[config.mk]
export PLATFORM = sky130hd
export DESIGN_NAME = packed_pixel_board_store
export DESIGN_NICKNAME = d
export VERILOG_FILES = /design/src/rtl/ppbs_pkg.sv /design/src/rtl/ppbs_ctrl.sv /design/src/rtl/ppbs_datapath.sv /design/src/rtl/packed_pixel_board_store.sv
export SDC_FILE = /design/constraint.sdc
export NUM_CORES = 1
export LEC_CHECK = 0
export ABC_AREA = 0
export ABC_CLOCK_PERIOD_IN_PS = 5500
export BUFFER_PORTS_ARGS = -buffer_cell sky130_fd_sc_hd__buf_4
export CAP_MARGIN = 5
export CORE_UTILIZATION = 35
export DETAILED_ROUTE_END_ITERATION = 16
export GPL_ROUTABILITY_DRIVEN = 0
export PLACE_DENSITY_LB_ADDON = 0.05
export SLEW_MARGIN = 20
export SYNTH_ARGS = -nofsm -noshare
export SYNTH_HDL_FRONTEND = slang
export SYNTH_SLANG_ARGS = --single-unit
[constraint.sdc]
create_clock -name clock -period 5.5 [get_ports clock]
set_input_delay 0.275 -clock clock [delete_from_list [all_inputs] [get_ports clock]]
set_output_delay 0.275 -clock clock [all_outputs]
set_load 0.05 [all_outputs]
[src/rtl/ppbs_pkg.sv]
`timescale 1ns / 1ps
// Shared types, codes and constants of the packed pixel board store.
package ppbs_pkg;

   localparam int BOARD_SIDE_DEFAULT = 8;
   localparam int CELL_DEPTH         = 64;
   localparam int ADDR_W             = 6;
   localparam int COORD_W            = 3;
   localparam int COLOUR_W           = 3;
   localparam int CMD_W              = 3;

   localparam logic [COLOUR_W-1:0] LIT_COLOUR = 3'd7;

   localparam logic [CMD_W-1:0] CMD_READ         = 3'd0;
   localparam logic [CMD_W-1:0] CMD_WRITE_COLOUR = 3'd1;
   localparam logic [CMD_W-1:0] CMD_WRITE_LIT    = 3'd2;
   localparam logic [CMD_W-1:0] CMD_CLEAR        = 3'd3;
   localparam logic [CMD_W-1:0] CMD_DECAY        = 3'd4;

   typedef struct packed {
      logic [CMD_W-1:0]    command;
      logic [COORD_W-1:0]  col;
      logic [COORD_W-1:0]  row;
      logic [COLOUR_W-1:0] value;
   } req_type;

   typedef struct packed {
      logic [COLOUR_W-1:0] colour;
      logic                lit;
   } rsp_type;

   typedef enum logic [1:0] {
      ST_IDLE,
      ST_DECAY_RD,
      ST_DECAY_WR,
      ST_FINISH
   } state_type;

   // Controller to datapath
   typedef struct packed {
      logic accept;
      logic decay_rd;
      logic decay_wr;
      logic walk_clr;
      logic load_rsp;
   } ctl_type;

   // Datapath to controller
   typedef struct packed {
      logic req_decay;
      logic walk_last;
      logic rsp_free;
   } stat_type;

endpackage

[src/rtl/ppbs_ctrl.sv]
`timescale 1ns / 1ps
// Controller state machine of the packed pixel board store.
module ppbs_ctrl (
   input  logic                clock,
   input  logic                reset,
   input  logic                req_valid,
   output logic                req_ready,
   input  ppbs_pkg::stat_type  stat,
   output ppbs_pkg::ctl_type   ctl
);

   ppbs_pkg::state_type state_ff;
   ppbs_pkg::state_type state_in;

   always_ff @(posedge clock) begin
      if (reset) begin
         state_ff <= ppbs_pkg::ST_IDLE;
      end else begin
         state_ff <= state_in;
      end
   end

   always_comb begin
      state_in = state_ff;
      case (state_ff)
         ppbs_pkg::ST_IDLE: begin
            if (req_valid) begin
               state_in = stat.req_decay ? ppbs_pkg::ST_DECAY_RD : ppbs_pkg::ST_FINISH;
            end
         end
         ppbs_pkg::ST_DECAY_RD: begin
            state_in = ppbs_pkg::ST_DECAY_WR;
         end
         ppbs_pkg::ST_DECAY_WR: begin
            state_in = stat.walk_last ? ppbs_pkg::ST_FINISH : ppbs_pkg::ST_DECAY_RD;
         end
         ppbs_pkg::ST_FINISH: begin
            if (stat.rsp_free) begin
               state_in = ppbs_pkg::ST_IDLE;
            end
         end
         default: begin
            state_in = ppbs_pkg::ST_IDLE;
         end
      endcase
   end

   always_comb begin
      req_ready    = 1'b0;
      ctl          = '0;
      case (state_ff)
         ppbs_pkg::ST_IDLE: begin
            req_ready  = 1'b1;
            ctl.accept = req_valid;
         end
         ppbs_pkg::ST_DECAY_RD: begin
            ctl.decay_rd = 1'b1;
         end
         ppbs_pkg::ST_DECAY_WR: begin
            ctl.decay_wr = 1'b1;
            ctl.walk_clr = stat.walk_last;
         end
         ppbs_pkg::ST_FINISH: begin
            ctl.load_rsp = stat.rsp_free;
         end
         default: begin
            req_ready = 1'b0;
         end
      endcase
   end

   a_decay_starts_walk: assert property (@(posedge clock) disable iff (reset)
      ctl.accept && stat.req_decay |=> state_ff == ppbs_pkg::ST_DECAY_RD)
      else $error("decay beat did not start the board walk");

   a_walk_continues: assert property (@(posedge clock) disable iff (reset)
      state_ff == ppbs_pkg::ST_DECAY_WR && !stat.walk_last
      |=> state_ff == ppbs_pkg::ST_DECAY_RD)
      else $error("board walk stopped early");

   a_finish_returns: assert property (@(posedge clock) disable iff (reset)
      ctl.load_rsp |=> state_ff == ppbs_pkg::ST_IDLE)
      else $error("result loaded but controller did not return to idle");

endmodule

[src/rtl/ppbs_datapath.sv]
`timescale 1ns / 1ps
// Cell memory, walk counter and result register of the packed pixel board store.
module ppbs_datapath #(
   parameter int BOARD_SIDE = ppbs_pkg::BOARD_SIDE_DEFAULT
) (
   input  logic                clock,
   input  logic                reset,
   input  ppbs_pkg::req_type   req_data,
   input  ppbs_pkg::ctl_type   ctl,
   output ppbs_pkg::stat_type  stat,
   output logic                rsp_valid,
   input  logic                rsp_ready,
   output ppbs_pkg::rsp_type   rsp_data
);

   localparam int AW = ppbs_pkg::ADDR_W;
   localparam int CW = ppbs_pkg::COLOUR_W;
   localparam logic [AW-1:0] WALK_LAST = AW'(BOARD_SIDE * BOARD_SIDE - 1);
   localparam logic [ppbs_pkg::COORD_W:0] SIDE_C = (ppbs_pkg::COORD_W+1)'(BOARD_SIDE);

   logic [CW-1:0] cells_mem [ppbs_pkg::CELL_DEPTH];
   logic [ppbs_pkg::CELL_DEPTH-1:0] valid_ff;
   logic [ppbs_pkg::CELL_DEPTH-1:0] valid_in;
   logic [CW-1:0] rd_data_ff;
   logic          rd_valid_ff;
   logic [CW-1:0] rd_colour;

   logic [AW-1:0] walk_ff;
   logic [AW-1:0] walk_in;
   logic [ppbs_pkg::CMD_W-1:0] cmd_ff;
   logic          onboard_ff;
   logic          rsp_valid_ff;
   logic          rsp_valid_in;
   ppbs_pkg::rsp_type rsp_ff;
   ppbs_pkg::rsp_type rsp_in;

   logic [AW-1:0] req_idx;
   logic          req_onboard;
   logic          wr_en;
   logic [AW-1:0] wr_addr;
   logic [CW-1:0] wr_data;
   logic [AW-1:0] rd_addr;
   logic          rd_en;

   assign req_idx     = AW'(req_data.col) + AW'(req_data.row) * AW'(BOARD_SIDE);
   assign req_onboard = ({1'b0, req_data.col} < SIDE_C) && ({1'b0, req_data.row} < SIDE_C);
   assign rd_colour   = rd_valid_ff ? rd_data_ff : '0;

   always_comb begin
      wr_en   = 1'b0;
      wr_addr = req_idx;
      wr_data = req_data.value;
      if (ctl.accept && req_onboard) begin
         if (req_data.command == ppbs_pkg::CMD_WRITE_COLOUR) begin
            wr_en = 1'b1;
         end else if (req_data.command == ppbs_pkg::CMD_WRITE_LIT) begin
            wr_en   = 1'b1;
            wr_data = (req_data.value != '0) ? ppbs_pkg::LIT_COLOUR : '0;
         end
      end
      if (ctl.decay_wr) begin
         wr_en   = 1'b1;
         wr_addr = walk_ff;
         wr_data = (rd_colour != '0) ? rd_colour - CW'(1) : '0;
      end
   end

   assign rd_en   = ctl.accept || ctl.decay_rd;
   assign rd_addr = ctl.accept ? req_idx : walk_ff;

   always_ff @(posedge clock) begin
      if (wr_en) begin
         cells_mem[wr_addr] <= wr_data;
      end
   end

   always_ff @(posedge clock) begin
      if (rd_en) begin
         rd_data_ff  <= cells_mem[rd_addr];
         rd_valid_ff <= valid_ff[rd_addr];
      end
   end

   always_comb begin
      valid_in = valid_ff;
      if (ctl.accept && req_data.command == ppbs_pkg::CMD_CLEAR) begin
         valid_in = '0;
      end else if (wr_en) begin
         valid_in[wr_addr] = 1'b1;
      end
   end

   always_comb begin
      walk_in = walk_ff;
      if (ctl.walk_clr) begin
         walk_in = '0;
      end else if (ctl.decay_wr) begin
         walk_in = walk_ff + AW'(1);
      end
   end

   always_comb begin
      rsp_valid_in = rsp_valid_ff;
      if (ctl.load_rsp) begin
         rsp_valid_in = 1'b1;
      end else if (rsp_ready) begin
         rsp_valid_in = 1'b0;
      end
      rsp_in.colour = (cmd_ff == ppbs_pkg::CMD_READ && onboard_ff) ? rd_colour : '0;
      rsp_in.lit    = (rsp_in.colour == ppbs_pkg::LIT_COLOUR);
   end

   always_ff @(posedge clock) begin
      if (reset) begin
         valid_ff     <= '0;
         walk_ff      <= '0;
         rsp_valid_ff <= 1'b0;
      end else begin
         valid_ff     <= valid_in;
         walk_ff      <= walk_in;
         rsp_valid_ff <= rsp_valid_in;
      end
   end

   always_ff @(posedge clock) begin
      if (ctl.accept) begin
         cmd_ff     <= req_data.command;
         onboard_ff <= req_onboard;
      end
      if (ctl.load_rsp) begin
         rsp_ff <= rsp_in;
      end
   end

   assign stat.req_decay = (req_data.command == ppbs_pkg::CMD_DECAY);
   assign stat.walk_last = (walk_ff == WALK_LAST);
   assign stat.rsp_free  = !rsp_valid_ff || rsp_ready;

   assign rsp_valid = rsp_valid_ff;
   assign rsp_data  = rsp_ff;

   a_no_overwrite: assert property (@(posedge clock) disable iff (reset)
      ctl.load_rsp |-> !rsp_valid_ff || rsp_ready)
      else $error("result register loaded over an untaken beat");

   a_clear_empties: assert property (@(posedge clock) disable iff (reset)
      ctl.accept && req_data.command == ppbs_pkg::CMD_CLEAR |=> valid_ff == '0)
      else $error("clear left written cells behind");

   a_lit_matches: assert property (@(posedge clock) disable iff (reset)
      rsp_valid_ff |-> rsp_ff.lit == (rsp_ff.colour == ppbs_pkg::LIT_COLOUR))
      else $error("lit flag disagrees with colour");

endmodule

[src/rtl/packed_pixel_board_store.sv]
`timescale 1ns / 1ps
// Top level of the packed pixel board store: controller and datapath.
//
//   channel  direction  ports                              meaning
//   req      in         req_valid req_ready req_data       one command beat
//   rsp      out        rsp_valid rsp_ready rsp_data       one result beat per command
//
// Read, write colour, write lit, clear and unknown commands go from the accept state,
// which reads or writes the cell memory, to a finish state that loads the result.
// Decay walks the board in between: each cell needs a registered read, then a write.
// Reset and clear empty every cell at once through per-cell valid bits.
// A waiting result does not block acceptance of the next command; only loading
// the following result stalls until the waiting beat is taken.
module packed_pixel_board_store #(
   parameter int BOARD_SIDE = ppbs_pkg::BOARD_SIDE_DEFAULT
) (
   input  logic               clock,
   input  logic               reset,
   input  logic               req_valid,
   output logic               req_ready,
   input  ppbs_pkg::req_type  req_data,
   output logic               rsp_valid,
   input  logic               rsp_ready,
   output ppbs_pkg::rsp_type  rsp_data
);

   // Commands from the controller, status back from the datapath
   ppbs_pkg::ctl_type  ctl;
   ppbs_pkg::stat_type stat;

   // Sequence each command: accept, walk the board for decay, load the result
   ppbs_ctrl u_ctrl (
      .clock     (clock),
      .reset     (reset),
      .req_valid (req_valid),
      .req_ready (req_ready),
      .stat      (stat),
      .ctl       (ctl)
   );

   // Hold the cells, the walk position and the result register
   ppbs_datapath #(
      .BOARD_SIDE (BOARD_SIDE)
   ) u_datapath (
      .clock     (clock),
      .reset     (reset),
      .req_data  (req_data),
      .ctl       (ctl),
      .stat      (stat),
      .rsp_valid (rsp_valid),
      .rsp_ready (rsp_ready),
      .rsp_data  (rsp_data)
   );

endmodule

==> summary.txt <==
Run status
  – Status: finished, final reports clean

Floorplanning
  – Die Ht: 185.5 um
  – Die width: between 150 and 200 um
  – Starting density of the core: 0.3593
  – Core area: 32780 um2
  – Core Rows: 66
  – I/O pin count: 22
  – Die ar.: 34390 um2

Worst hold path
  – Hold Path Class: in2reg
  – Hold Crit Start: rsp_ready

CTS
  – Clock slew at reported path FFs: ~0.06 ns
  – TritonCTS buffer count: 34
  – CTS max path bufs: 3
  – CTS resizes: 0
  – CTS tree: done
  – Clk root buf: clkbuf_16
  – Later-pin clock latency in the skew report: between 0.5 and 0.6 ns
  – CTS sink cnt: roughly 280
  – CTS H-Tree Depth: 2

Critical path
  – WP data required: 5.82 ns
  – Worst Setup End Kind: flop
  – Worst Path Max Fanout: 43
  – Crit path DAT: 4.17 ns
  – Critical setup path kind: reg2reg
  – Type of origin of the critical path: flop
  – FF-to-FF Start: u_ctrl.state_ff[0]
  – Setup crit start: u_ctrl.state_ff[0]

Pwr
  – NetSw: 1.267 mW
  – Combinational share of power: 0.102
  – Sw frac: 0.2564
  – Sequential Power Share: 0.470
  – Leak pwr: ~4.4 nW
  – Pwr dens: 367.8 nW/um2
  – Power Internal: ~3.7 mW
  – Worst vdd rail ir drop: 0.2348 mV
  – Clock share of power: 0.428

Timing
  – Tightest Pin Transition: 0.9042 ns
  – Period utilization: 0.6994
  – Final TNS setup: 0 ns
  – Crit path setup slack, layout: 1.653 ns
  – Fin Clk Skew: roughly 0.014 ns
  – Worst slew margin: 0.3972
  – # setup viols final: 0
  – RSZ-0062 raised after global routing: false
  – Max-slew violations: 0
  – Fin crit period: 3.847 ns
  – Fmax: 260.0 MHz
  – Endpoints failing hold: 0

Placed design
  – Final HPWL from detailed placement: 22520 um
  – DP Worst Slack: 1.714 ns
  – Inst Count DP: around 1400
  – Port bufs: 21

Drt
  – Final wirelength: 36290 um
  – Final ANT Viol Nets: 0
  – Remaining DRCs: 0
  – Drt first pass iters: 6
  – WL/cell: 25.08 um
  – Via density per instance: 5.580
  – Initial DRC Count: 652
  – Routed vias: 8074

Synth
  – Syn Inst Count: 969
  – Syn avg cell area: between 10 and 15 um2
  – Sequential area share after synthesis: 0.6416
  – Synth cell types: 48
  – EDFF count, synth: approximately 200
  – Post-Syn Area: 11780 um2
  – Synth Flop Type: edfxtp_1
  – Syn. warnings: 0
  – Mapped Nets: 986
  – FF+latch count, synth: 276
  – Post-synth ARST share: 0

Global routing
  – First-pass GRT wire length: 53860 um
  – Overall Global Routing Usage: 0.2157
  – Vias in the first global route: 8115
  – Largest net degree at the start of global routing: 66
  – Remaining Overflow, GRT: 0
  – Initial antenna violation count: 0

Finish
  – Layout cells sized above 1: 0.1025
  – Filler instances: 3160
  – Nets@finish: 997
  – Area grow syn2layout: 14.12%
  – Post-layout util: 0.4100
  – Finished Layout Cells: about 1400
  – Reg area: about 7600 um2
  – Footprint of the multi-input gates: 3955 um2
  – ANT cells: 0

Job
  – Number of max-cap violations: 0
cell usage after synthesis (3+ instances only):
| cell type | instances | area [um2] |
|---|---|---|
| mux2i_1 | 8 | 80.08 |
| buf_4 | 3 | 22.52 |
| nor4_1 | 4 | 25.02 |
| or3_1 | 4 | 25.02 |
| a22oi_1 | 14 | 105.1 |
| nor2b_1 | 112 | 700.7 |
| nand3_1 | 3 | 15.01 |
| o21ai_0 | 55 | 275.3 |
| nand4_1 | 6 | 37.54 |
| nand2_1 | 64 | 240.2 |
| nor2_1 | 94 | 352.8 |
| nor3_1 | 7 | 35.03 |
| nor4b_1 | 3 | 26.28 |
| o2111ai_1 | 12 | 105.1 |
| o21a_1 | 65 | 488.0 |
| and2_1 | 3 | 18.77 |
| a21oi_1 | 30 | 150.1 |
| nand3b_1 | 4 | 30.03 |
| a221oi_1 | 104 | 910.9 |
| buf_6 | 5 | 56.30 |
| dfxtp_1 | 73 | 1461 |
| buf_2 | 17 | 85.08 |
| edfxtp_1 | 203 | 6096 |
| xor2_1 | 4 | 35.03 |
| clkbuf_1 | 41 | 153.9 |
critical path, cell delays in order, from the launching register on:
cell,delay [ns]
dfxtp_1,0.43
or3b_1,0.73
inv_4,0.26
mux2i_4,0.61
buf_4,0.56
a221oi_1,0.09
o21ai_0,0.35
nand4_1,0.26
nor4_1,0.32
repair_timing:
action / 4_1_cts / 5_1_grt
buffers inserted: 0 / 0
hold buffers: 4 / 0
endpoints found under the hold margin: 4 / 0
metrics by stage:
stage / power, mW / hold WS, ns / area (um2)
finish: 4.943 / 0.06495 / 13440
global route: 5.101 / 0.09454 / 13440
CTS: 5.004 / 0.05184 / 13440
detailed placement: 2.874 / 0.4452 / 12360
global placement: 2.878 / 0.4391 / 12360
floorplan: 2.665 / 0.3739 / 11780
worst paths after layout:
kind	endpoint	slack, ns	cells after the start
max	u_datapath.rd_data_ff[2]	1.65	8
min	u_datapath.rsp_valid	0.06	3
max reg2reg	u_datapath.rd_data_ff[2]	1.65	8
min reg2reg	u_datapath.valid_ff[34]	0.45	1
sequential cells by signal (all words and copies together), names as in the netlist:
| register | flops |
|---|---|
| u_ctrl.state_ff | 2 |
| u_datapath.cells_mem | 192 |
| u_datapath.cmd_ff | 3 |
| u_datapath.rd_data_ff | 3 |
| u_datapath.rd_valid_ff | 1 |
| u_datapath.rsp_data | 4 |
| u_datapath.rsp_valid | 1 |
| u_datapath.valid_ff | 64 |
| u_datapath.walk_ff | 6 |
layout make-up:
cell class                      instances  area share
Sequential cell                       276      0.5622
Multi-Input combinational cell        623      0.2942
Clock buffer                           47     0.07000
Tap cell                              442     0.04114
Timing Repair Buffer                   42     0.02420
Clock inverter                         14    0.007167
Inverter                                3    0.001024
layer usage:
layer | wire length [um] | up-vias | global-route usage
met1 | 16230 | 4052 | 0.2942
li1 | - | 3736 | -
met5 | 0 | - | 0
met4 | 845 | 0 | 0.06182
met2 | 17140 | 227 | 0.3498
met3 | 2077 | 59 | 0.03835
cells by family (layout without fill, tap and decap cells):
logic type      Yosys count  after routing  share of synthesized area
compound gates          290            290                     0.1788
xor+xnor                  6              6                   0.004461
fa+ha+maj                 1              1                   0.001062
buf+inv                  70            106                    0.02847
flops                   276            276                     0.6416
mux                      12             12                    0.01115
simple gates            314            314                     0.1345
power by group through the flow:
stage | clock network, mW | logic, mW | registers [mW]
after floorplan | 0 | 0.304 | 2.36
after global placement | 0 | 0.510 | 2.37
after detailed placement | 0 | 0.507 | 2.37
after CTS | 2.17 | 0.509 | 2.32
after global routing | 2.23 | 0.544 | 2.33
final | 2.12 | 0.502 | 2.32
cells in the final DEF (no fill, tap or decap), drive strengths merged, types with 2 or more instances in the layout:
cell | synthesis | final
edfxtp | 203 | 203
nor2b | 112 | 112
a221oi | 104 | 104
nor2 | 94 | 94
dfxtp | 73 | 73
o21a | 65 | 65
nand2 | 65 | 65
o21ai | 57 | 57
clkbuf | 41 | 47
buf | 26 | 38
a21oi | 31 | 31
a22oi | 14 | 14
o2111ai | 12 | 12
clkinv | 0 | 11
mux2i | 9 | 9
nor3 | 7 | 7
nand4 | 6 | 6
inv | 3 | 5
or3 | 4 | 4
nor4 | 4 | 4
xor2 | 4 | 4
nand3b | 4 | 4
dlygate4sd3 | 0 | 4
nor4b | 3 | 3
and2 | 3 | 3
nand3 | 3 | 3
mux2 | 3 | 3
nor3b | 2 | 2
nand2b | 2 | 2
o211ai | 2 | 2
a21o | 2 | 2
xnor2 | 2 | 2
(Power assumes the default switching activity.)
